File: config.mk
export PLATFORM = sky130hd
export DESIGN_NAME = pcm_sample_format_converter
export DESIGN_NICKNAME = d
export VERILOG_FILES = /design/src/rtl/pscv_pkg.sv /design/src/rtl/pscv_unpack.sv /design/src/rtl/pscv_norm.sv /design/src/rtl/pscv_align.sv /design/src/rtl/pscv_pack.sv /design/src/rtl/pcm_sample_format_converter.sv
export SDC_FILE = /design/constraint.sdc
export NUM_CORES = 2
export LEC_CHECK = 0
export BUFFER_PORTS_ARGS = -buffer_cell sky130_fd_sc_hd__clkbuf_2
export CAP_MARGIN = 20
export CORE_MARGIN = 1.5
export CORE_UTILIZATION = 30
export CTS_CLUSTER_SIZE = 16
export DETAILED_ROUTE_END_ITERATION = 10
export SKIP_LAST_GASP = 1
export SYNTH_ARGS = -nofsm -noshare
export SYNTH_HDL_FRONTEND = slang
export SYNTH_SLANG_ARGS = --single-unit
File: constraint.sdc
create_clock -name i_clk -period 26.7 [get_ports i_clk]
set_clock_uncertainty 0.15 [all_clocks]
set_input_delay 6.675 -clock i_clk [delete_from_list [all_inputs] [get_ports i_clk]]
set_output_delay 6.675 -clock i_clk [all_outputs]
set_load 0.005 [all_outputs]
File: src/rtl/pscv_pkg.sv
`timescale 1ns / 1ps

package pscv_pkg;

    // Sample format codes, shared by both configuration registers.
    typedef logic [2:0] t_fmt;

    localparam t_fmt FMT_S8  = 3'd0;
    localparam t_fmt FMT_S16 = 3'd1;
    localparam t_fmt FMT_S24 = 3'd2;
    localparam t_fmt FMT_S32 = 3'd3;
    localparam t_fmt FMT_F32 = 3'd4;
    localparam t_fmt FMT_F64 = 3'd5;

    // Configuration register indexes.
    typedef logic t_cfg_idx;

    localparam t_cfg_idx CFG_SRC = 1'b0;
    localparam t_cfg_idx CFG_DST = 1'b1;

    // Unbiased binary exponent, wide enough for float64 subnormals.
    typedef logic signed [11:0] t_exp;

    // First stage: raw fields pulled apart.
    typedef struct packed {
        t_fmt        src;
        t_fmt        dst;
        logic [63:0] raw;
        logic [31:0] ival;
        logic [31:0] rval;
        logic        sign;
        logic        is_nan;
        logic        is_inf;
        logic        is_zero;
        logic        is_sub;
        t_exp        exp;
        logic [52:0] sig;
    } t_unpk;

    // Second stage: every source as one normalized real.
    typedef struct packed {
        t_fmt        src;
        t_fmt        dst;
        logic [63:0] raw;
        logic [31:0] ival;
        logic        sign;
        logic        is_nan;
        logic        is_inf;
        logic        is_zero;
        t_exp        exp;
        logic [52:0] sig;
    } t_norm;

    // Third stage: aligned magnitudes, ready for rounding and sign.
    typedef struct packed {
        t_fmt        dst;
        logic [31:0] ival;
        logic        from_float;
        logic        fsat;
        logic [30:0] fmag;
        logic        sign;
        logic        f32_spec;
        logic [31:0] f32_spec_bits;
        logic [30:0] f32_base;
        logic        f32_guard;
        logic        f32_sticky;
        logic [63:0] f64_bits;
    } t_algn;

    // Count of leading zeros in a 32-bit word; zero input gives zero.
    function automatic logic [4:0] lzc32(input logic [31:0] v);
        logic [4:0] n;
        n = 5'd0;
        for (int i = 0; i < 32; i++) begin
            if (v[i]) begin
                n = 5'(31 - i);
            end
        end
        return n;
    endfunction

endpackage

File: src/rtl/pscv_unpack.sv
`timescale 1ns / 1ps

module pscv_unpack (
    input  logic               i_clk,
    input  logic               i_en,
    input  logic [63:0]        i_sample,
    input  pscv_pkg::t_fmt     i_src,
    input  pscv_pkg::t_fmt     i_dst,
    output pscv_pkg::t_unpk    o_q
);
    import pscv_pkg::*;

    t_unpk       n_q;
    t_unpk       r_q;
    logic [31:0] rep8;
    logic [31:0] rep16;
    logic [31:0] rep24;

    // Left-align the integer sources and fill low bits by repeating magnitude bits.
    always_comb begin
        rep8  = {i_sample[7:0], 24'd0};
        rep8  = rep8 | ((rep8 & 32'h7F00_0000) >> 7);
        rep8  = rep8 | ((rep8 & 32'h7FFE_0000) >> 14);
        rep8  = rep8 | ((rep8 & 32'h7FFF_FFF8) >> 28);
        rep16 = {i_sample[15:0], 16'd0};
        rep16 = rep16 | ((rep16 & 32'h7FFF_0000) >> 15);
        rep16 = rep16 | ((rep16 & 32'h7FFF_FFFE) >> 30);
        rep24 = {i_sample[23:0], 8'd0};
        rep24 = rep24 | ((rep24 & 32'h7FFF_FF00) >> 23);
    end

    // Split the sample by source format.
    always_comb begin
        n_q     = '0;
        n_q.src = i_src;
        n_q.dst = i_dst;
        n_q.raw = i_sample;
        case (i_src)
            FMT_S8: begin
                n_q.ival = rep8;
                n_q.rval = {i_sample[7:0], 24'd0};
            end
            FMT_S16: begin
                n_q.ival = rep16;
                n_q.rval = {i_sample[15:0], 16'd0};
            end
            FMT_S24: begin
                n_q.ival = rep24;
                n_q.rval = rep24;
            end
            FMT_S32: begin
                n_q.ival = i_sample[31:0];
                n_q.rval = i_sample[31:0];
            end
            FMT_F32: begin
                n_q.sign    = i_sample[31];
                n_q.is_nan  = (i_sample[30:23] == 8'hFF) && (i_sample[22:0] != '0);
                n_q.is_inf  = (i_sample[30:23] == 8'hFF) && (i_sample[22:0] == '0);
                n_q.is_zero = (i_sample[30:23] == 8'h00) && (i_sample[22:0] == '0);
                n_q.is_sub  = (i_sample[30:23] == 8'h00) && (i_sample[22:0] != '0);
                n_q.exp     = t_exp'($signed({4'b0000, i_sample[30:23]}) - 12'sd127);
                if (n_q.is_nan) begin
                    // Quiet bit set, payload moved to the float64 position.
                    n_q.sig = {1'b0, 1'b1, i_sample[21:0], 29'd0};
                end else begin
                    n_q.sig = {1'b1, i_sample[22:0], 29'd0};
                end
            end
            FMT_F64: begin
                n_q.sign    = i_sample[63];
                n_q.is_nan  = (i_sample[62:52] == 11'h7FF) && (i_sample[51:0] != '0);
                n_q.is_inf  = (i_sample[62:52] == 11'h7FF) && (i_sample[51:0] == '0);
                n_q.is_zero = (i_sample[62:52] == 11'h000) && (i_sample[51:0] == '0);
                if (i_sample[62:52] == 11'h000) begin
                    // Subnormal values are far below every narrower range.
                    n_q.exp = -12'sd1074;
                    n_q.sig = {1'b0, i_sample[51:0]};
                end else begin
                    n_q.exp = t_exp'($signed({1'b0, i_sample[62:52]}) - 12'sd1023);
                    n_q.sig = {1'b1, i_sample[51:0]};
                end
            end
            default: begin
                n_q.is_zero = 1'b1;
            end
        endcase
    end

    always_ff @(posedge i_clk) begin
        if (i_en) begin
            r_q <= n_q;
        end
    end

    assign o_q = r_q;

endmodule

File: src/rtl/pscv_norm.sv
`timescale 1ns / 1ps

module pscv_norm (
    input  logic            i_clk,
    input  logic            i_en,
    input  pscv_pkg::t_unpk i_d,
    output pscv_pkg::t_norm o_q
);
    import pscv_pkg::*;

    t_norm       n_q;
    t_norm       r_q;
    logic [31:0] mag;
    logic [4:0]  lz_i;
    logic [4:0]  lz_s;

    // Integer sources become a normalized real; float32 subnormals get normalized.
    always_comb begin
        mag         = i_d.rval[31] ? (~i_d.rval + 32'd1) : i_d.rval;
        lz_i        = lzc32(mag);
        lz_s        = lzc32({i_d.sig[51:29], 9'd0});
        n_q.src     = i_d.src;
        n_q.dst     = i_d.dst;
        n_q.raw     = i_d.raw;
        n_q.ival    = i_d.ival;
        n_q.sign    = i_d.sign;
        n_q.is_nan  = i_d.is_nan;
        n_q.is_inf  = i_d.is_inf;
        n_q.is_zero = i_d.is_zero;
        n_q.exp     = i_d.exp;
        n_q.sig     = i_d.sig;
        case (i_d.src) inside
            FMT_S8, FMT_S16, FMT_S24, FMT_S32: begin
                n_q.sign    = i_d.rval[31];
                n_q.is_nan  = 1'b0;
                n_q.is_inf  = 1'b0;
                n_q.is_zero = (i_d.rval == '0);
                n_q.exp     = t_exp'(12'sd0 - $signed({7'd0, lz_i}));
                n_q.sig     = {mag << lz_i, 21'd0};
            end
            FMT_F32: begin
                if (i_d.is_sub) begin
                    n_q.exp = t_exp'(-12'sd127 - $signed({7'd0, lz_s}));
                    n_q.sig = {1'b0, i_d.sig[51:29], 29'd0} << ({1'b0, lz_s} + 6'd1);
                end
            end
            default: begin
            end
        endcase
    end

    always_ff @(posedge i_clk) begin
        if (i_en) begin
            r_q <= n_q;
        end
    end

    assign o_q = r_q;

endmodule

File: src/rtl/pscv_align.sv
`timescale 1ns / 1ps

module pscv_align (
    input  logic            i_clk,
    input  logic            i_en,
    input  pscv_pkg::t_norm i_d,
    output pscv_pkg::t_algn o_q
);
    import pscv_pkg::*;

    t_algn       n_q;
    t_algn       r_q;
    t_exp        int_sh;
    t_exp        sub_sh;
    logic [52:0] int_shifted;
    logic [4:0]  f32_sh;
    logic [7:0]  f32_expf;
    logic [78:0] f32_wide;
    t_exp        f32_bexp;
    t_exp        f64_bexp;

    // Shift the significand for the integer and float32 results.
    always_comb begin
        int_sh      = t_exp'(12'sd21 - i_d.exp);
        int_shifted = i_d.sig >> int_sh[5:0];
        sub_sh      = t_exp'(-12'sd126 - i_d.exp);
        f32_bexp    = t_exp'(i_d.exp + 12'sd127);
        f64_bexp    = t_exp'(i_d.exp + 12'sd1023);
        if (i_d.exp >= -12'sd126) begin
            f32_sh   = 5'd0;
            f32_expf = f32_bexp[7:0];
        end else begin
            f32_sh   = (sub_sh > 12'sd25) ? 5'd25 : sub_sh[4:0];
            f32_expf = 8'd0;
        end
        f32_wide = {i_d.sig, 26'd0} >> f32_sh;

        n_q            = '0;
        n_q.dst        = i_d.dst;
        n_q.sign       = i_d.sign;
        n_q.from_float = (i_d.src == FMT_F32) || (i_d.src == FMT_F64);
        n_q.ival       = n_q.from_float ? 32'd0 : i_d.ival;

        // Float to integer: saturate, flush or truncate toward zero.
        if (i_d.is_nan) begin
            n_q.fsat = 1'b0;
        end else if (i_d.is_inf || (i_d.exp >= 12'sd0)) begin
            n_q.fsat = 1'b1;
        end else if (i_d.is_zero || (i_d.exp < -12'sd31)) begin
            n_q.fmag = '0;
        end else begin
            n_q.fmag = int_shifted[30:0];
        end

        // Float32 narrowing; the special encodings bypass rounding.
        n_q.f32_base   = {f32_expf, f32_wide[77:55]};
        n_q.f32_guard  = f32_wide[54];
        n_q.f32_sticky = |f32_wide[53:0];
        if (i_d.is_nan) begin
            n_q.f32_spec      = 1'b1;
            n_q.f32_spec_bits = {i_d.sign, 8'hFF, 1'b1, i_d.sig[50:29]};
        end else if (i_d.is_inf || (i_d.exp >= 12'sd128)) begin
            n_q.f32_spec      = 1'b1;
            n_q.f32_spec_bits = {i_d.sign, 8'hFF, 23'd0};
        end else if (i_d.is_zero) begin
            n_q.f32_spec      = 1'b1;
            n_q.f32_spec_bits = {i_d.sign, 31'd0};
        end

        // Float64 result is exact for every source.
        if (i_d.src == FMT_F64) begin
            n_q.f64_bits = i_d.raw;
        end else if (i_d.is_nan || i_d.is_inf) begin
            n_q.f64_bits = {i_d.sign, 11'h7FF, i_d.sig[51:0]};
        end else if (i_d.is_zero) begin
            n_q.f64_bits = {i_d.sign, 63'd0};
        end else begin
            n_q.f64_bits = {i_d.sign, f64_bexp[10:0], i_d.sig[51:0]};
        end
    end

    always_ff @(posedge i_clk) begin
        if (i_en) begin
            r_q <= n_q;
        end
    end

    assign o_q = r_q;

endmodule

File: src/rtl/pscv_pack.sv
`timescale 1ns / 1ps

module pscv_pack (
    input  logic            i_clk,
    input  logic            i_en,
    input  pscv_pkg::t_algn i_d,
    output logic [63:0]     o_q
);
    import pscv_pkg::*;

    logic [63:0] n_q;
    logic [63:0] r_q;
    logic [31:0] fint;
    logic [31:0] int32;
    logic        inc;
    logic [31:0] f32;

    // Apply sign and rounding, then keep the bits of the destination format.
    always_comb begin
        if (i_d.fsat) begin
            fint = i_d.sign ? 32'h8000_0000 : 32'h7FFF_FFFF;
        end else if (i_d.sign) begin
            fint = 32'd0 - {1'b0, i_d.fmag};
        end else begin
            fint = {1'b0, i_d.fmag};
        end
        int32 = i_d.from_float ? fint : i_d.ival;
        inc   = i_d.f32_guard & (i_d.f32_sticky | i_d.f32_base[0]);
        f32   = i_d.f32_spec ? i_d.f32_spec_bits
                             : {i_d.sign, i_d.f32_base + {30'd0, inc}};
        unique case (i_d.dst)
            FMT_S8:  n_q = {56'd0, int32[31:24]};
            FMT_S16: n_q = {48'd0, int32[31:16]};
            FMT_S24: n_q = {40'd0, int32[31:8]};
            FMT_S32: n_q = {32'd0, int32};
            FMT_F32: n_q = {32'd0, f32};
            FMT_F64: n_q = i_d.f64_bits;
            default: n_q = 64'd0;
        endcase
    end

    always_ff @(posedge i_clk) begin
        if (i_en) begin
            r_q <= n_q;
        end
    end

    assign o_q = r_q;

endmodule

File: src/rtl/pcm_sample_format_converter.sv
`timescale 1ns / 1ps

// Channel   Direction  Handshake               Payload
// in        sink       i_in_valid / o_in_stall  i_sample_bits (64)
// out       source     o_out_valid / i_out_stall o_converted_bits (64)
// cfg       sink       i_cfg_we                 i_cfg_index (1), i_cfg_data (3)
//
// One sample per clock while the output is not stalled, through four register
// stages (unpack, normalize, align, round and pack).
// Reset clears the stage valid bits and sets both formats to s16.
// A stalled output holds its word; upstream stages keep filling any empty
// slots, so input stalls only once all four stages hold a sample.

module pcm_sample_format_converter (
    input  logic                     i_clk,
    input  logic                     i_rst_n,
    input  logic                     i_in_valid,
    output logic                     o_in_stall,
    input  logic [63:0]              i_sample_bits,
    output logic                     o_out_valid,
    input  logic                     i_out_stall,
    output logic [63:0]              o_converted_bits,
    input  logic                     i_cfg_we,
    input  pscv_pkg::t_cfg_idx       i_cfg_index,
    input  logic [2:0]               i_cfg_data
);
    import pscv_pkg::*;

    t_fmt       r_src;
    t_fmt       r_dst;
    logic [3:0] r_vld;
    logic [3:0] stage_en;
    t_unpk      s1;
    t_norm      s2;
    t_algn      s3;

    // Configuration registers.
    always_ff @(posedge i_clk) begin
        if (!i_rst_n) begin
            r_src <= FMT_S16;
            r_dst <= FMT_S16;
        end else if (i_cfg_we) begin
            unique case (i_cfg_index)
                CFG_SRC: r_src <= i_cfg_data;
                CFG_DST: r_dst <= i_cfg_data;
                default: ;
            endcase
        end
    end

    // A stage advances when it is empty or the stage after it advances.
    assign stage_en[3] = !r_vld[3] || !i_out_stall;
    assign stage_en[2] = !r_vld[2] || stage_en[3];
    assign stage_en[1] = !r_vld[1] || stage_en[2];
    assign stage_en[0] = !r_vld[0] || stage_en[1];
    assign o_in_stall  = !stage_en[0];

    // Valid bits travel alongside the stage data.
    always_ff @(posedge i_clk) begin
        if (!i_rst_n) begin
            r_vld <= '0;
        end else begin
            if (stage_en[0]) begin
                r_vld[0] <= i_in_valid;
            end
            if (stage_en[1]) begin
                r_vld[1] <= r_vld[0];
            end
            if (stage_en[2]) begin
                r_vld[2] <= r_vld[1];
            end
            if (stage_en[3]) begin
                r_vld[3] <= r_vld[2];
            end
        end
    end

    pscv_unpack u_unpack (
        .i_clk    (i_clk),
        .i_en     (stage_en[0]),
        .i_sample (i_sample_bits),
        .i_src    (r_src),
        .i_dst    (r_dst),
        .o_q      (s1)
    );

    pscv_norm u_norm (
        .i_clk (i_clk),
        .i_en  (stage_en[1]),
        .i_d   (s1),
        .o_q   (s2)
    );

    pscv_align u_align (
        .i_clk (i_clk),
        .i_en  (stage_en[2]),
        .i_d   (s2),
        .o_q   (s3)
    );

    pscv_pack u_pack (
        .i_clk (i_clk),
        .i_en  (stage_en[3]),
        .i_d   (s3),
        .o_q   (o_converted_bits)
    );

    assign o_out_valid = r_vld[3];

endmodule

==> flow_summary.toml <==
[sta]
slew_violations = 0
worst_slew_pin_slew_ns = 1.243
setup_tns_ns = 0
setup_viol = 0
max_clock_freq_ghz = 0.06865
post-route-period-util_pct = 54.56
period_minus_slack_ns = 14.57
relSlewSlack_pct = 17.13
grt_setup_unrepaired = "no"
final_hold_viol_count = 0

[setup_path]
cp-end-kind = "primary output"
critPathKind = "in -> out"
r2r_end = "u_align.o_q[64]$_DFFE_PP_"
cpLargestDelayFamily = "simple AND/OR/NAND/NOR gates"
cp_slowest_cell = "and3_1"
crit_end = "o_in_stall"
slowest_delay_ns = 0.40
arrival_ns = 7.74
ff2ff_path_depth = 15
crit_buf_inv = 3
required_ns = 19.88
worst-path-stages = 5
r2r-start = "u_norm.o_q[54]$_DFFE_PP_"
crit_fanout = 16
r2r_slack_ns = 19.95
crit_path_start = "i_out_stall"
crit_top_cell = "clkbuf_2"
cp_cell_sequence = "clkbuf_2 -> and3_1 -> nand3_4 -> inv_1 -> clkbuf_2"
startpoint_type = "input port"

[synthesis]
syn_nets = 3729
muxShareOfSynthArea_pct = 8.884
yosys.area_share.simple_pct = 15.60
avgSynthCellArea_um2 = 10.45
synth_compound_area_share_pct = 18.57
synth_top_family_by_area = "compound AO/OA/AOI/OAI gates"
ys_ff_latch = 633
synth_edf_count = 623
yosysWarnings = 0
synth_xor_area_share_pct = 2.457
ys_async_sr_fraction_pct = 0
synthFlopType = "edfxtp_1"
syn_inst = 3634
synthesis.area_um2 = 37980
synth_cell_type_count = 117
ys_seq_area_share_pct = 49.78
yosys.area_share.adder_pct = 0.7247

[detailed_routing]
drc = 0
ant_nets = 0
vias = 30793
finalWirelength_um = 137300
first_pass_iters = 7
drt_first_iter_violations = 3767
vias_per_cell = 5.790
routedWlPerCell_um = 25.81

[die]
start_util_pct = 30.25
die_w_um = 358.8
die-area_um2 = 128800
io-pin-count = 139
rows = 130
die_h_um = 358.8
design.core.area_um2 = 125600

[global_routing]
antenna_found_initial = 15
overflow = 0
grt_pass1_wl_um = 198100
grt_usage_pct = 20.52
grt_pass1_vias = 28673
grt_max_degree = 183

[cells_and_area]
nets = 3716
utilization_pct = 33.79
drive_above_1_share_pct = 12.98
design_area_um2 = 42440
final_common_cell = "edfxtp_1"
antenna_cells = 0
area_delta_synth_final_pct = 11.72
layout_common_cells = "edfxtp_1 (623), nand2_1 (325), nor2_1 (315)"

[clocking]
post-cts-setup-buffers = 0
cts_buffers = 67
h-tree-depth = 3
cts_tree = "yes"
clock_sink_count = 633
path_clk_slew_ns = 0.06
hold_buffers = 0
cts-root-buf = "clkbuf_16"
cts_resized = 0
cts_buffer_depth = 3
insertion_delay_ns = 0.65

[placed_design]
place_area_um2 = 40160
port_buffers = 138
post-dp-hpwl_um = 98860
gp_congestion = 0.9334

[worst_hold_path]
hold_class = "reg -> reg"

[status]
status = "finished, final reports clean"

[power]
ir_drop_mv = 0.07009
leakage_nw = 15.96
powerDensity_nw_per_um2 = 101.2

[run]
drv_cap = 0
[per-stage QoR]
stage / hold WS (ns) / setup slack, ns / power (mW) / cells
after floorplan: 0.2503 / 7.573 / 2.669 / 3634
after global placement: 0.2504 / 12.10 / 3.278 / 5200
after detailed placement: 0.2545 / 12.12 / 3.285 / 5201
after CTS: 0.2538 / 12.12 / 4.251 / 5317
after global routing: 0.2694 / 12.04 / 4.484 / 5318
final: 0.2513 / 12.13 / 4.293 / 5318
[metal layers]
layer	vias up	track usage [%]	part of all wire, %
li1	13888	-	-
met1	15066	26.45	40
met2	1505	33.15	46
met3	316	4.430	9.2
met4	18	8.786	4.7
met5	-	0	0.085
[worst min path at each step]
stage,start,endpoint,slack [ns],cells past startpoint
finish,u_unpack.o_q[134]$_DFFE_PN_,u_norm.o_q[101]$_DFFE_PP_,0.25,0
global route,u_unpack.o_q[199]$_DFFE_PN_,u_norm.o_q[166]$_DFFE_PP_,0.27,0
CTS,u_unpack.o_q[134]$_DFFE_PN_,u_norm.o_q[101]$_DFFE_PP_,0.25,0
detailed placement,u_unpack.o_q[138]$_DFFE_PN_,u_norm.o_q[105]$_DFFE_PP_,0.25,0
global placement,u_unpack.o_q[171]$_DFFE_PN_,u_norm.o_q[138]$_DFFE_PP_,0.25,0
floorplan,u_norm.o_q[165]$_DFFE_PP_,u_align.o_q[196]$_DFFE_PP_,0.25,0
[cell families after synthesis]
logic type | after synthesis
AO/OA/AOI/OAI | 1023
AND/OR/NAND/NOR | 1211
adder cells (fa/ha/maj) | 22
multiplexers | 278
flip-flops | 633
XOR/XNOR | 104
buffers and inverters | 363
[registers in the layout, indices dropped and copies added, names as in the netlist]
register / cells
u_pack.o_q: 64
u_norm.o_q: 171
r_src: 3
r_dst: 3
u_unpack.o_q: 196
u_align.o_q: 192
r_vld: 4
[worst register-to-register path: cells and delay by family, from the launching register on]
family	cells	cell delay [ns]
compound gates	7	2.57
fa+ha+maj	1	0.45
buf+inv	3	1.81
flops	1	0.32
mux	2	0.49
simple gates	2	0.66
[final cells by class]
class / instances / area (um2)
Timing Repair Buffer: 206 / 1214
Multi-Input combinational cell: 2638 / 17690
Sequential cell: 633 / 18910
Clock inverter: 41 / 563.0
Tap cell: 1650 / 2064
Fill cell: 12692 / 83130
Inverter: 75 / 289.0
Clock buffer: 75 / 1707
[synth_stat cells, drive strengths merged (23+ instances only)]
master,n,area share [%]
nand2,330,3.3
o31ai,23,0.45
a22o,83,1.9
o21ai,229,3.1
nand3,94,1.2
or3,29,0.48
mux2i,200,5.4
a31oi,35,0.58
and3,84,1.4
o21a,24,0.47
nor4,42,0.86
buf,79,1.2
xnor2,55,1.3
o221ai,37,0.85
o211ai,74,1.5
o22ai,60,0.99
mux4,39,2.3
edfxtp,623,49
a211oi,45,0.92
nor3,81,1.1
and2,101,1.7
a21oi,184,2.5
inv,73,0.73
xor2,49,1.2
nor2,317,3.1
clkbuf,209,2.1
a22oi,41,0.81
mux2,39,1.2
nor2b,33,0.54
[report_power, final]
group / leakage, nW / internal [mW] / switching, mW / total, mW
clock: 1.08 / 0.555 / 0.409 / 0.965
sequential: 7.17 / 1.26 / 0.180 / 1.45
combinational: 7.71 / 0.657 / 1.23 / 1.88
No activity file was read; power rests on OpenSTA's default activity.
